File: src/hw/rtl/rrtt_pkg.sv
// shared constants, result kinds and controller/datapath interface structs
// for the round-robin task table; no dependencies
package rrtt_pkg;

    localparam int MAX_TASKS   = 8;
    localparam int STACK_WORDS = 512;
    localparam int IDX_W       = (MAX_TASKS > 1) ? $clog2(MAX_TASKS) : 1;

    localparam logic [31:0] SLOT_BYTES    = 32'(STACK_WORDS * 4);
    localparam logic [31:0] FRAME_OFS     = 32'((STACK_WORDS - 17) * 4);
    localparam logic [31:0] OFS_EXC_RET   = 32'(8 * 4);
    localparam logic [31:0] OFS_ENTRY     = 32'(15 * 4);
    localparam logic [31:0] OFS_PSR       = 32'(16 * 4);
    localparam logic [31:0] LR_FRAME_WORD = 32'hFFFF_FFFD;
    localparam logic [31:0] THUMB_PSR     = 32'h0100_0000;

    localparam logic [1:0] OP_CREATE   = 2'd0;
    localparam logic [1:0] OP_DISPATCH = 2'd1;
    localparam logic [1:0] OP_FINISH   = 2'd2;

    localparam logic [1:0] ST_NONE    = 2'd0;
    localparam logic [1:0] ST_READY   = 2'd1;
    localparam logic [1:0] ST_RUNNING = 2'd3;

    localparam logic [2:0] RS_OK          = 3'd0;
    localparam logic [2:0] RS_FULL        = 3'd1;
    localparam logic [2:0] RS_NONE_READY  = 3'd2;
    localparam logic [2:0] RS_UNSUPPORTED = 3'd3;
    localparam logic [2:0] RS_NO_CURRENT  = 3'd4;

    localparam logic [7:0] SC_NONE      = 8'd0;
    localparam logic [7:0] SC_GET_ID    = 8'd1;
    localparam logic [7:0] SC_GET_PRIO  = 8'd2;
    localparam logic [7:0] SC_GET_EXEC  = 8'd3;

    typedef logic [2:0] t_kind;
    localparam t_kind K_FULL       = 3'd0;
    localparam t_kind K_FRAME0     = 3'd1;
    localparam t_kind K_FRAME1     = 3'd2;
    localparam t_kind K_FRAME2     = 3'd3;
    localparam t_kind K_DISPATCH   = 3'd4;
    localparam t_kind K_NONE_READY = 3'd5;
    localparam t_kind K_FINISH     = 3'd6;
    localparam t_kind K_NO_CURRENT = 3'd7;

    typedef struct packed {
        logic  load;
        logic  step;
        logic  prep;
        logic  emit;
        t_kind kind;
    } t_cmd;

    typedef struct packed {
        logic [1:0] in_op;
        logic [1:0] op;
        logic       hit;
        logic       scan_last;
        logic       finish_ok;
        logic       out_free;
    } t_sts;

endpackage

File: src/hw/rtl/round_robin_task_table.sv
// top level of the round-robin task table: controller plus datapath
// depends on rrtt_pkg, rrtt_ctrl and rrtt_dp
//
// Hardware task table for up to eight tasks. Create takes the first free slot and
// gives three stack-frame write items (the last one marked); dispatch picks the next
// ready slot after the current one, round-robin; finish charges elapsed ticks,
// saves the stack pointer and answers the query syscall. One item is worked on at a
// time and the input is stalled until its last result has been loaded into the output
// register. The slot scan visits one slot per cycle; finish skips the scan, and any
// result waits out an output stall. The stack region base must be written through
// i_cfg_we / i_cfg_data only while idle; the block itself does not enforce this.
module round_robin_task_table (
    input  logic        i_clk,
    input  logic        i_rst_n,
    input  logic        i_cfg_we,
    input  logic [31:0] i_cfg_data,
    input  logic        i_in_valid,
    output logic        o_in_stall,
    input  logic [1:0]  i_operation,
    input  logic [7:0]  i_priority_req,
    input  logic [31:0] i_entry_address,
    input  logic [31:0] i_now_ticks,
    input  logic [31:0] i_saved_stack_pointer,
    input  logic [7:0]  i_syscall_code,
    output logic        o_out_valid,
    input  logic        i_out_stall,
    output logic [2:0]  o_status,
    output logic [3:0]  o_task_id,
    output logic [31:0] o_resume_stack_pointer,
    output logic        o_write_enable,
    output logic [31:0] o_write_address,
    output logic [31:0] o_write_data,
    output logic [31:0] o_return_value,
    output logic        o_last
);

    rrtt_pkg::t_cmd cmd;
    rrtt_pkg::t_sts sts;

    rrtt_ctrl u_ctrl (
        .i_clk      (i_clk),
        .i_rst_n    (i_rst_n),
        .i_in_valid (i_in_valid),
        .o_in_stall (o_in_stall),
        .i_sts      (sts),
        .o_cmd      (cmd)
    );

    rrtt_dp u_dp (
        .i_clk                  (i_clk),
        .i_rst_n                (i_rst_n),
        .i_cfg_we               (i_cfg_we),
        .i_cfg_data             (i_cfg_data),
        .i_operation            (i_operation),
        .i_priority_req         (i_priority_req),
        .i_entry_address        (i_entry_address),
        .i_now_ticks            (i_now_ticks),
        .i_saved_stack_pointer  (i_saved_stack_pointer),
        .i_syscall_code         (i_syscall_code),
        .i_out_stall            (i_out_stall),
        .o_out_valid            (o_out_valid),
        .o_status               (o_status),
        .o_task_id              (o_task_id),
        .o_resume_stack_pointer (o_resume_stack_pointer),
        .o_write_enable         (o_write_enable),
        .o_write_address        (o_write_address),
        .o_write_data           (o_write_data),
        .o_return_value         (o_return_value),
        .o_last                 (o_last),
        .i_cmd                  (cmd),
        .o_sts                  (sts)
    );

endmodule

File: src/hw/rtl/rrtt_ctrl.sv
// controller state machine of the task table: accept, slot scan, result emit
// depends on rrtt_pkg
module rrtt_ctrl (
    input  logic            i_clk,
    input  logic            i_rst_n,
    input  logic            i_in_valid,
    output logic            o_in_stall,
    input  rrtt_pkg::t_sts  i_sts,
    output rrtt_pkg::t_cmd  o_cmd
);

    localparam logic [1:0] S_IDLE = 2'd0;
    localparam logic [1:0] S_SCAN = 2'd1;
    localparam logic [1:0] S_EMIT = 2'd2;

    logic [1:0]          r_state, n_state;
    rrtt_pkg::t_kind     r_kind, n_kind;

    always_ff @(posedge i_clk) begin
        if (!i_rst_n) begin
            r_state <= S_IDLE;
            r_kind  <= rrtt_pkg::K_FULL;
        end else begin
            r_state <= n_state;
            r_kind  <= n_kind;
        end
    end

    assign o_in_stall = (r_state != S_IDLE);

    always_comb begin
        n_state    = r_state;
        n_kind     = r_kind;
        o_cmd      = '0;
        o_cmd.kind = r_kind;
        case (r_state)
            S_IDLE: begin
                if (i_in_valid) begin
                    o_cmd.load = 1'b1;
                    if (i_sts.in_op == rrtt_pkg::OP_CREATE ||
                        i_sts.in_op == rrtt_pkg::OP_DISPATCH) begin
                        n_state = S_SCAN;
                    end else if (i_sts.in_op == rrtt_pkg::OP_FINISH) begin
                        n_state = S_EMIT;
                        n_kind  = i_sts.finish_ok ? rrtt_pkg::K_FINISH
                                                  : rrtt_pkg::K_NO_CURRENT;
                    end
                end
            end
            S_SCAN: begin
                if (i_sts.hit) begin
                    n_state = S_EMIT;
                    if (i_sts.op == rrtt_pkg::OP_CREATE) begin
                        o_cmd.prep = 1'b1;
                        n_kind     = rrtt_pkg::K_FRAME0;
                    end else begin
                        n_kind = rrtt_pkg::K_DISPATCH;
                    end
                end else if (i_sts.scan_last) begin
                    n_state = S_EMIT;
                    n_kind  = (i_sts.op == rrtt_pkg::OP_CREATE) ? rrtt_pkg::K_FULL
                                                                : rrtt_pkg::K_NONE_READY;
                end else begin
                    o_cmd.step = 1'b1;
                end
            end
            S_EMIT: begin
                if (i_sts.out_free) begin
                    o_cmd.emit = 1'b1;
                    if (r_kind == rrtt_pkg::K_FRAME0) begin
                        n_kind = rrtt_pkg::K_FRAME1;
                    end else if (r_kind == rrtt_pkg::K_FRAME1) begin
                        n_kind = rrtt_pkg::K_FRAME2;
                    end else begin
                        n_state = S_IDLE;
                    end
                end
            end
            default: begin
                n_state = S_IDLE;
            end
        endcase
    end

endmodule

File: src/hw/rtl/rrtt_dp.sv
// datapath of the task table: slot state, input latch, scan pointer,
// frame address and result register; depends on rrtt_pkg
module rrtt_dp (
    input  logic            i_clk,
    input  logic            i_rst_n,
    input  logic            i_cfg_we,
    input  logic [31:0]     i_cfg_data,
    input  logic [1:0]      i_operation,
    input  logic [7:0]      i_priority_req,
    input  logic [31:0]     i_entry_address,
    input  logic [31:0]     i_now_ticks,
    input  logic [31:0]     i_saved_stack_pointer,
    input  logic [7:0]      i_syscall_code,
    input  logic            i_out_stall,
    output logic            o_out_valid,
    output logic [2:0]      o_status,
    output logic [3:0]      o_task_id,
    output logic [31:0]     o_resume_stack_pointer,
    output logic            o_write_enable,
    output logic [31:0]     o_write_address,
    output logic [31:0]     o_write_data,
    output logic [31:0]     o_return_value,
    output logic            o_last,
    input  rrtt_pkg::t_cmd  i_cmd,
    output rrtt_pkg::t_sts  o_sts
);

    localparam int                      N   = rrtt_pkg::MAX_TASKS;
    localparam int                      IW  = rrtt_pkg::IDX_W;
    localparam logic [IW-1:0]           TOP = IW'(N - 1);

    logic [31:0]   r_base;
    logic          r_used   [N];
    logic [1:0]    r_slot_st[N];
    logic [7:0]    r_prio   [N];
    logic [31:0]   r_exec   [N];
    logic [31:0]   r_sp     [N];
    logic [IW-1:0] r_cur;
    logic          r_has_cur;
    logic [31:0]   r_run_start;

    logic [1:0]    r_op;
    logic [7:0]    r_prio_req;
    logic [31:0]   r_entry;
    logic [31:0]   r_now;
    logic [31:0]   r_saved_sp;
    logic [7:0]    r_code;
    logic [IW-1:0] r_idx;
    logic [IW-1:0] r_cnt;
    logic [31:0]   r_frame_sp;

    logic          r_out_valid;
    logic [2:0]    r_o_status;
    logic [3:0]    r_o_id;
    logic [31:0]   r_o_resume;
    logic          r_o_we;
    logic [31:0]   r_o_waddr;
    logic [31:0]   r_o_wdata;
    logic [31:0]   r_o_rv;
    logic          r_o_last;

    logic [2:0]    n_o_status;
    logic [3:0]    n_o_id;
    logic [31:0]   n_o_resume;
    logic          n_o_we;
    logic [31:0]   n_o_waddr;
    logic [31:0]   n_o_wdata;
    logic [31:0]   n_o_rv;
    logic          n_o_last;

    logic [IW-1:0] cur_next;
    logic [IW-1:0] idx_next;
    logic [31:0]   n_exec;
    logic [3:0]    idx_id;
    logic [3:0]    cur_id;
    logic          out_free;

    assign cur_next = (r_cur == TOP) ? '0 : r_cur + IW'(1);
    assign idx_next = (r_idx == TOP) ? '0 : r_idx + IW'(1);
    assign idx_id   = 4'(r_idx) + 4'd1;
    assign cur_id   = 4'(r_cur) + 4'd1;
    assign n_exec   = r_exec[r_cur] + (r_now - r_run_start);
    assign out_free = !r_out_valid || !i_out_stall;

    always_comb begin
        o_sts           = '0;
        o_sts.in_op     = i_operation;
        o_sts.op        = r_op;
        o_sts.hit       = (r_op == rrtt_pkg::OP_CREATE)
                          ? !r_used[r_idx]
                          : (r_slot_st[r_idx] == rrtt_pkg::ST_READY);
        o_sts.scan_last = (r_cnt == TOP);
        o_sts.finish_ok = r_has_cur && (r_slot_st[r_cur] == rrtt_pkg::ST_RUNNING);
        o_sts.out_free  = out_free;
    end

    // configuration, input latch and scan pointer
    always_ff @(posedge i_clk) begin
        if (!i_rst_n) begin
            r_base <= '0;
        end else if (i_cfg_we) begin
            r_base <= i_cfg_data;
        end
        if (i_cmd.load) begin
            r_op       <= i_operation;
            r_prio_req <= i_priority_req;
            r_entry    <= i_entry_address;
            r_now      <= i_now_ticks;
            r_saved_sp <= i_saved_stack_pointer;
            r_code     <= i_syscall_code;
            r_idx      <= (i_operation == rrtt_pkg::OP_DISPATCH && r_has_cur) ? cur_next : '0;
            r_cnt      <= '0;
        end else if (i_cmd.step) begin
            r_idx <= idx_next;
            r_cnt <= r_cnt + IW'(1);
        end
        if (i_cmd.prep) begin
            r_frame_sp <= r_base + 32'(r_idx) * rrtt_pkg::SLOT_BYTES + rrtt_pkg::FRAME_OFS;
        end
    end

    // slot table and current task
    always_ff @(posedge i_clk) begin
        if (!i_rst_n) begin
            for (int i = 0; i < N; i++) begin
                r_used[i]    <= 1'b0;
                r_slot_st[i] <= rrtt_pkg::ST_NONE;
                r_prio[i]    <= '0;
                r_exec[i]    <= '0;
            end
            r_cur       <= '0;
            r_has_cur   <= 1'b0;
            r_run_start <= '0;
        end else if (i_cmd.emit) begin
            if (i_cmd.kind == rrtt_pkg::K_FRAME0) begin
                r_used[r_idx]    <= 1'b1;
                r_slot_st[r_idx] <= rrtt_pkg::ST_READY;
                r_prio[r_idx]    <= r_prio_req;
            end else if (i_cmd.kind == rrtt_pkg::K_DISPATCH) begin
                r_slot_st[r_idx] <= rrtt_pkg::ST_RUNNING;
                r_cur            <= r_idx;
                r_has_cur        <= 1'b1;
                r_run_start      <= r_now;
            end else if (i_cmd.kind == rrtt_pkg::K_FINISH) begin
                r_exec[r_cur]    <= n_exec;
                r_slot_st[r_cur] <= rrtt_pkg::ST_READY;
            end
        end
    end

    // saved stack pointers, no reset
    always_ff @(posedge i_clk) begin
        if (i_cmd.emit) begin
            if (i_cmd.kind == rrtt_pkg::K_FRAME0) begin
                r_sp[r_idx] <= r_frame_sp;
            end else if (i_cmd.kind == rrtt_pkg::K_FINISH) begin
                r_sp[r_cur] <= r_saved_sp;
            end
        end
    end

    // result register
    always_ff @(posedge i_clk) begin
        if (!i_rst_n) begin
            r_out_valid <= 1'b0;
        end else if (i_cmd.emit) begin
            r_out_valid <= 1'b1;
        end else if (!i_out_stall) begin
            r_out_valid <= 1'b0;
        end
    end

    always_comb begin
        n_o_status = rrtt_pkg::RS_OK;
        n_o_id     = '0;
        n_o_resume = '0;
        n_o_we     = 1'b0;
        n_o_waddr  = '0;
        n_o_wdata  = '0;
        n_o_rv     = '0;
        n_o_last   = 1'b1;
        unique case (i_cmd.kind)
            rrtt_pkg::K_FULL: begin
                n_o_status = rrtt_pkg::RS_FULL;
            end
            rrtt_pkg::K_FRAME0: begin
                n_o_id    = idx_id;
                n_o_we    = 1'b1;
                n_o_waddr = r_frame_sp + rrtt_pkg::OFS_EXC_RET;
                n_o_wdata = rrtt_pkg::LR_FRAME_WORD;
                n_o_last  = 1'b0;
            end
            rrtt_pkg::K_FRAME1: begin
                n_o_id    = idx_id;
                n_o_we    = 1'b1;
                n_o_waddr = r_frame_sp + rrtt_pkg::OFS_ENTRY;
                n_o_wdata = r_entry;
                n_o_last  = 1'b0;
            end
            rrtt_pkg::K_FRAME2: begin
                n_o_id    = idx_id;
                n_o_we    = 1'b1;
                n_o_waddr = r_frame_sp + rrtt_pkg::OFS_PSR;
                n_o_wdata = rrtt_pkg::THUMB_PSR;
            end
            rrtt_pkg::K_DISPATCH: begin
                n_o_id     = idx_id;
                n_o_resume = r_sp[r_idx];
            end
            rrtt_pkg::K_NONE_READY: begin
                n_o_status = rrtt_pkg::RS_NONE_READY;
            end
            rrtt_pkg::K_FINISH: begin
                n_o_id = cur_id;
                if (r_code == rrtt_pkg::SC_GET_ID) begin
                    n_o_rv = 32'(cur_id);
                end else if (r_code == rrtt_pkg::SC_GET_PRIO) begin
                    n_o_rv = 32'(r_prio[r_cur]);
                end else if (r_code == rrtt_pkg::SC_GET_EXEC) begin
                    n_o_rv = n_exec;
                end else if (r_code != rrtt_pkg::SC_NONE) begin
                    n_o_status = rrtt_pkg::RS_UNSUPPORTED;
                end
            end
            rrtt_pkg::K_NO_CURRENT: begin
                n_o_status = rrtt_pkg::RS_NO_CURRENT;
            end
        endcase
    end

    always_ff @(posedge i_clk) begin
        if (i_cmd.emit) begin
            r_o_status <= n_o_status;
            r_o_id     <= n_o_id;
            r_o_resume <= n_o_resume;
            r_o_we     <= n_o_we;
            r_o_waddr  <= n_o_waddr;
            r_o_wdata  <= n_o_wdata;
            r_o_rv     <= n_o_rv;
            r_o_last   <= n_o_last;
        end
    end

    assign o_out_valid            = r_out_valid;
    assign o_status               = r_o_status;
    assign o_task_id              = r_o_id;
    assign o_resume_stack_pointer = r_o_resume;
    assign o_write_enable         = r_o_we;
    assign o_write_address        = r_o_waddr;
    assign o_write_data           = r_o_wdata;
    assign o_return_value         = r_o_rv;
    assign o_last                 = r_o_last;

endmodule

File: config.mk
export PLATFORM = sky130hd
export DESIGN_NAME = round_robin_task_table
export DESIGN_NICKNAME = d
export VERILOG_FILES = /design/src/hw/rtl/rrtt_pkg.sv /design/src/hw/rtl/round_robin_task_table.sv /design/src/hw/rtl/rrtt_ctrl.sv /design/src/hw/rtl/rrtt_dp.sv
export SDC_FILE = /design/constraint.sdc
export NUM_CORES = 1
export LEC_CHECK = 0
export ABC_AREA = 1
export BUFFER_PORTS_ARGS = -buffer_cell sky130_fd_sc_hd__buf_2
export CORE_MARGIN = 4
export CORE_UTILIZATION = 35
export DETAILED_ROUTE_END_ITERATION = 8
export GPL_ROUTABILITY_DRIVEN = 0
export GPL_TIMING_DRIVEN = 0
export PLACE_DENSITY = 0.55
export SYNTH_ARGS = -nofsm -noshare
export SYNTH_HDL_FRONTEND = slang
export SYNTH_HIERARCHICAL = 1
export SYNTH_SLANG_ARGS = --single-unit
File: constraint.sdc
create_clock -name i_clk -period 10.1 [get_ports i_clk]
set_clock_uncertainty 0.15 [all_clocks]
set_input_delay 1.515 -clock i_clk [delete_from_list [all_inputs] [get_ports i_clk]]
set_output_delay 1.515 -clock i_clk [all_outputs]
set_load 0.01 [all_outputs]
==> implementation parameters, run 1 <==
Parameter                              Value

Status
  Outcome    completed

Power
  Switching power share of the total    0.409
  Maximum VDD drop    0.242 mV
  P per Cell Area    284 nW/um^2
  Internal Pwr Total    8.56 mW
  Part of the power in combinational logic    0.371
  Proportion of power drawn by flip-flops and latches    0.355
  Switching Power    5.92 mW
  Leakage power figure    ~20 nW
  Clock network fraction of design power    0.274

STA
  Actual slew at the worst max-slew pin    1.47 ns
  Max-slew violations    0
  Maximum frequency from static timing analysis    168 MHz
  Final number of setup-violating endpoints    0
  Fraction of the cycle the final worst path needs    0.588
  Normalized max-slew margin    0.0129
  Number of endpoints with negative hold slack in the final report    0
  Final critical path time including I/O delays and setup    5.94 ns
  Unrepaired setup endpoints after global routing    no

Placed design
  Post-detailed-placement half-perimeter wirelength    between 90,000 and 100,000 microns
  Total cell area at the placement stage    47,500 sq um
  Port Buffers    289

Clocking
  Num Clock Sinks    969
  TritonCTS Buffers    105
  Clock tree from TritonCTS    yes
  Number of H-tree branching levels    3
  Number of gates resized after CTS    0
  Max Buffers Root-to-Sink    3
  Clock latency of the later-clocked register in the worst-skew pair    0.75 ns
  CTS Hold Buffers Added    0
  Library cell used as clock root buffer    clkbuf_16
  Clock edge transition at the registers on the reported setup and hold paths    0.06 ns
  Post-CTS setup buffers    0

Final layout
  Utilization after layout    0.414
  Most common library cell in the layout ignoring fill and taps    edfxtp_1
  Non-Filler Cell Area, Final    51,100 sq um
  Leading cell types in the layout, fill and taps excluded    870 x edfxtp_1, 747 x nor2_1, 644 x nand2_1
  Area growth from synthesis to final layout    17.5%
  Final Net Count    4,803
  Share of post-route cells with drive strength above 1    0.127
  Number of fill cells    12.0k

Yosys
  Part of the Yosys area used for sequential elements    0.647
  Yosys warnings    6
  Async SR Flop Fraction    0
  Area of the mapped netlist    43,500 sq um
  Post-synthesis cell type count    49
  Dominant synthesized flop cell    edfxtp_1
  Syn Nets    approximately 4.4k
  Number of standard cells after synthesis    4,155
  EDFF count, synth    870
  Number of synthesized register bits    969
  Post-Synthesis Mean Instance Area    10.5 sq um

Die
  Std-Cell Core Area    approximately 120,000 sq um
  Standard-cell rows    129
  Y dimension of the die    360 microns
  Overall die area    130,000 sq um
  Effective utilization at floorplan    0.352
  Total I/O pin count    290
  Die span in x    360 microns

Global routing
  Vias in the first global route    31.1k
  First-pass GRT wire length    about 200,000 microns
  Maximum number of pins on one net before global-route repair    76
  All-layer global routing usage    0.208
  GRT Residual Overflow    0
  Number of antenna violations at the first check in global routing    13

Route
  DR WL/cell    around 22 microns
  Drt initial violations    3,171
  Final routed DRC violation total    0
  Drt pass-1 iters    5
  ANT nets after route    0
  Total via count in the routed design    32.5k
  Final Routed Wirelength    between 100,000 and 150,000 microns
  Average vias per placed instance    5.16

Critical path
  Crit. End Element    flip-flop
  CP delay by family, top    buffers and inverters
  CP Launch Type    flip-flop
  Number of buffer and inverter instances along the worst setup path    4
  Worst Path Class, Setup    reg2reg
  Crit path cell chain    buf_2 > buf_2 > clkbuf_1 > nor2_1 > o22ai_1 > o21ai_0 > fa_1 > inv_1 > fa_1 > nand3_1 > nand3_1 > xnor2_1 > o21ai_0
  Largest fanout of any net on the critical path    10
  Endpoint required time on the critical path    10.27 ns
  Cell at the slowest stage of the critical path    xnor2_1
  CP Data Arrival Time    a little over 6 ns
  Delay of the slowest cell on the worst path    between 1 and 1.5 ns

Worst hold path
  Class of the most critical hold timing path    reg2reg

Flow run
  Number of max-cap violations    0
## through the flow
stage	setup slack, ns	total power, mW	TNS, ns	hold slack (ns)	cells
finish	4.16	14.5	0	0.284	6303
global route	3.94	15.3	0	0.300	6301
CTS	4.20	14.5	0	0.284	6297
detailed placement	4.24	10.6	0	0.270	6098
global placement	-2.53	10.6	-897.73	0.267	6081
floorplan	2.20	8.38	0	0.253	4155
## final timing paths
check                       from                      to  slack (ns)  cells past startpoint
setup / recovery       flip-flop  u_dp/o_return_value[4]        4.16                     13
hold / removal    u_dp/r_base[1]      u_dp/r_frame_sp[1]        0.28                      0
setup reg to reg       flip-flop  u_dp/o_return_value[4]        4.16                     13
hold reg to reg   u_dp/r_base[1]      u_dp/r_frame_sp[1]        0.28                      0
## synth_stat cells, types with 52 or more instances
cell	number	area (sq um)
edfxtp_1	870	26100
nand2_1	652	2450
dfxtp_1	99	1980
nor2_1	755	2830
clkbuf_1	124	465
ha_1	52	651
o21ai_0	464	2320
a21oi_1	125	626
inv_1	382	1430
buf_2	55	275
o21a_1	97	728
nand3_1	151	756
## power by group through the flow
stage	clock network (mW)	registers, mW	logic [mW]
after floorplan	0	5.30	3.08
after global placement	0	5.30	5.26
after CTS	4.04	5.15	5.35
after global routing	4.22	5.18	5.85
after detailed placement	0	5.23	5.33
final	3.96	5.14	5.38
## layout make-up
type / count / area [sq um] / share of cell area
multi-input cells: 2608 / 13200 / 0.258
plain buffers: 187 / 782 / 0.0153
repair buffers: 307 / 1870 / 0.0366
well taps: 1637 / 2050 / 0.0401
clock inverters: 72 / 790 / 0.0155
inverters: 391 / 1480 / 0.0290
clock buffers: 127 / 2790 / 0.0546
flip-flops and latches: 969 / 28100 / 0.550
diodes: 5 / 12.5 / 0.000245
## sequential cells by signal (all words and copies together) (netlist names), 16 cells and up, named ones only
register / flops
u_dp/r_slot_st: 16
u_dp/r_exec: 256
u_dp/r_run_start: 32
u_dp/r_now: 32
u_dp/r_sp: 256
u_dp/o_write_data: 32
u_dp/o_return_value: 32
u_dp/o_write_address: 32
u_dp/r_prio: 64
u_dp/r_entry: 32
u_dp/r_base: 32
u_dp/o_resume_stack_pointer: 32
u_dp/r_saved_sp: 32
u_dp/r_frame_sp: 32
## routing by layer
layer  track usage  wire length, microns
met1         0.289                 60200
met2         0.334                 64400
met4        0.0670                  4070
met3        0.0357                 10800
met5             0                    49
## cell families (layout without fill, tap and decap cells)
family	Yosys count	in the layout	share of synthesized area
simple gates	1642	1642	0.152
flops	969	969	0.647
compound gates	843	843	0.111
buf+inv	578	1084	0.0518
fa+ha+maj	83	83	0.0292
xor+xnor	40	40	0.00875
other cells	0	5	0
(Power assumes the default switching activity.)
==> inputs of run 2 (changes only) <==
==> constraint.sdc (replaced) <==
create_clock -name i_clk -period 5.9 [get_ports i_clk]
set_clock_uncertainty 0.15 [all_clocks]
set_input_delay 0.885 -clock i_clk [delete_from_list [all_inputs] [get_ports i_clk]]
set_output_delay 0.885 -clock i_clk [all_outputs]
set_load 0.01 [all_outputs]
==> implementation parameters, run 2 (same netlist as run 1, synthesis figures left out) <==
Parameter                              Value

Clocking
  Clock tree from TritonCTS    yes
  TritonCTS Buffers    around 110
  Post-CTS setup buffers    0
  Num Clock Sinks    about 970
  Clock latency of the later-clocked register in the worst-skew pair    around 0.72 ns
  Max Buffers Root-to-Sink    3
  Number of gates resized after CTS    0
  Library cell used as clock root buffer    clkbuf_16
  Clock edge transition at the registers on the reported setup and hold paths    0.06 ns
  CTS Hold Buffers Added    0
  Number of H-tree branching levels    3

Power
  Clock network fraction of design power    0.269
  P per Cell Area    483 nW/um^2
  Switching Power    10.0 mW
  Internal Pwr Total    14.7 mW
  Part of the power in combinational logic    0.374
  Leakage power figure    between 15 and 20 nW
  Maximum VDD drop    0.327 mV
  Proportion of power drawn by flip-flops and latches    0.357
  Switching power share of the total    0.405

STA
  Unrepaired setup endpoints after global routing    no
  Maximum frequency from static timing analysis    174 MHz
  Number of endpoints with negative hold slack in the final report    0
  Final number of setup-violating endpoints    0
  Fraction of the cycle the final worst path needs    0.977
  Actual slew at the worst max-slew pin    1.35 ns
  Normalized max-slew margin    0.0935
  Max-slew violations    0
  Final critical path time including I/O delays and setup    5.76 ns
  Total Negative Setup Slacks    0 ns

Die
  Standard-cell rows    129
  Y dimension of the die    between 300 and 400 microns
  Die span in x    between 300 and 400 microns
  Total I/O pin count    290
  Effective utilization at floorplan    0.352
  Std-Cell Core Area    123,000 sq um
  Overall die area    130,000 sq um

Global routing
  Vias in the first global route    30.9k
  All-layer global routing usage    0.207
  First-pass GRT wire length    201,000 microns
  GRT Residual Overflow    0
  Number of antenna violations at the first check in global routing    13
  Maximum number of pins on one net before global-route repair    81

Final layout
  Area growth from synthesis to final layout    17.6%
  Area taken by flip-flops and latches    28,100 sq um
  Area of the multi-input gates    13,200 sq um
  Top Registers    u_dp/r_exec: 256 flops, u_dp/r_sp: 256 flops, u_dp/r_prio: 64 flops
  Non-Filler Cell Area, Final    51,100 sq um
  Number of fill cells    11.9k
  Final Net Count    4,807
  Share of post-route cells with drive strength above 1    0.128
  Post-Layout Cell Count    6,308
  Most common library cell in the layout ignoring fill and taps    edfxtp_1
  Leading cell types in the layout, fill and taps excluded    870 x edfxtp_1, 747 x nor2_1, 644 x nand2_1

Critical path
  Worst Path Class, Setup    reg2reg
  Largest fanout of any net on the critical path    10
  Cell at the slowest stage of the critical path    clkbuf_1
  Endpoint required time on the critical path    a little over 6 ns
  Delay of the slowest cell on the worst path    0.76 ns
  Crit. End Element    flip-flop
  CP Data Arrival Time    6.02 ns
  Most common cell type on the critical path    nand2_1
  Number of buffer and inverter instances along the worst setup path    5
  CP delay by family, top    buffers and inverters
  CP Launch Type    flip-flop
  Crit path cell chain    inv_1 > clkbuf_1 > clkbuf_1 > o21ai_0 > o221ai_1 > o21ai_0 > fa_1 > inv_1 > ha_1 > nand2_1 > inv_1 > nand2_1 > nand2_1 > nand2_1 > nand2_1 > a21oi_1 > nand2_1 > nand2_1 > nand2_1 > nor2_1

Route
  Wire length the detailed router placed on met1    59,600 microns
  Highest Signal Layer    met5
  Average vias per placed instance    5.11
  Final routed DRC violation total    0
  Total via count in the routed design    around 32k
  Met2 WL post-DR    64,700 microns
  Drt initial violations    3,031
  ANT nets after route    0
  Drt pass-1 iters    5
  DR WL/cell    22.0 microns
  Routed wire length on met3    10,300 microns
  Final Routed Wirelength    139,000 microns

Placed design
  Placed Instances    6,102
  Port Buffers    289
  Total cell area at the placement stage    47,500 sq um
  Post-detailed-placement half-perimeter wirelength    ~100,000 microns

Status
  Outcome    completed

Flow run
  Number of max-cap violations    0

Worst hold path
  Class of the most critical hold timing path    in2reg
## run 2: cell types whose count changed in the layout (fill, tap and decap cells not counted), sizes merged
cell,previous run,this run
clkinv,48,55
buf,369,373
inv,394,393
clkbuf,252,254
diode,5,7
clkinvlp,10,3
bufinv,11,9
## run 2: final cells by class
| cell class | count | share of cell area |
|---|---|---|
| buffer | 187 | 0.0154 |
| clock buffer | 130 | 0.0557 |
| timing repair buffer | 310 | 0.0377 |
| tap | 1637 | 0.0401 |
| inverter | 391 | 0.0289 |
| multi-input combinational | 2608 | 0.259 |
| sequential | 969 | 0.550 |
| clock inverter | 69 | 0.0130 |
| antenna | 7 | 0.000343 |
## run 2: routing by layer
metal,up-vias,track usage
met3,235,0.0360
li1,15100,-
met5,-,0
met4,10,0.0624
met2,1195,0.336
met1,15600,0.285
## run 2: stage by stage
stage	setup WS (ns)	hold slack (ns)	util	total power [mW]
after floorplan	-0.108	0.253	-	14.3
after global placement	-3.86	0.268	0.380	18.0
after detailed placement	0.0290	0.270	0.385	18.1
after CTS	0.0242	0.118	0.413	24.8
after global routing	0.0246	0.149	0.414	26.1
final	0.138	0.188	0.414	24.7
## run 2: power groups by stage
stage / registers [mW] / clock network (mW) / logic (mW)
global route: 8.87 / 7.09 / 10.1
global placement: 9.05 / 0 / 8.98
finish: 8.81 / 6.64 / 9.24
detailed placement: 8.95 / 0 / 9.15
CTS: 8.81 / 6.81 / 9.18
floorplan: 9.05 / 0 / 5.27
## run 2: final timing paths
kind / end / depth (start not counted) / slack, ns / start
worst max-delay path: u_dp/o_return_value[31] / 20 / 0.14 / flip-flop
worst min-delay path: u_dp/r_saved_sp[14] / 1 / 0.19 / i_saved_stack_pointer[14]
worst max register to register: u_dp/o_return_value[31] / 20 / 0.14 / flip-flop
worst min register to register: u_dp/r_frame_sp[0] / 0 / 0.28 / u_dp/r_base[0]
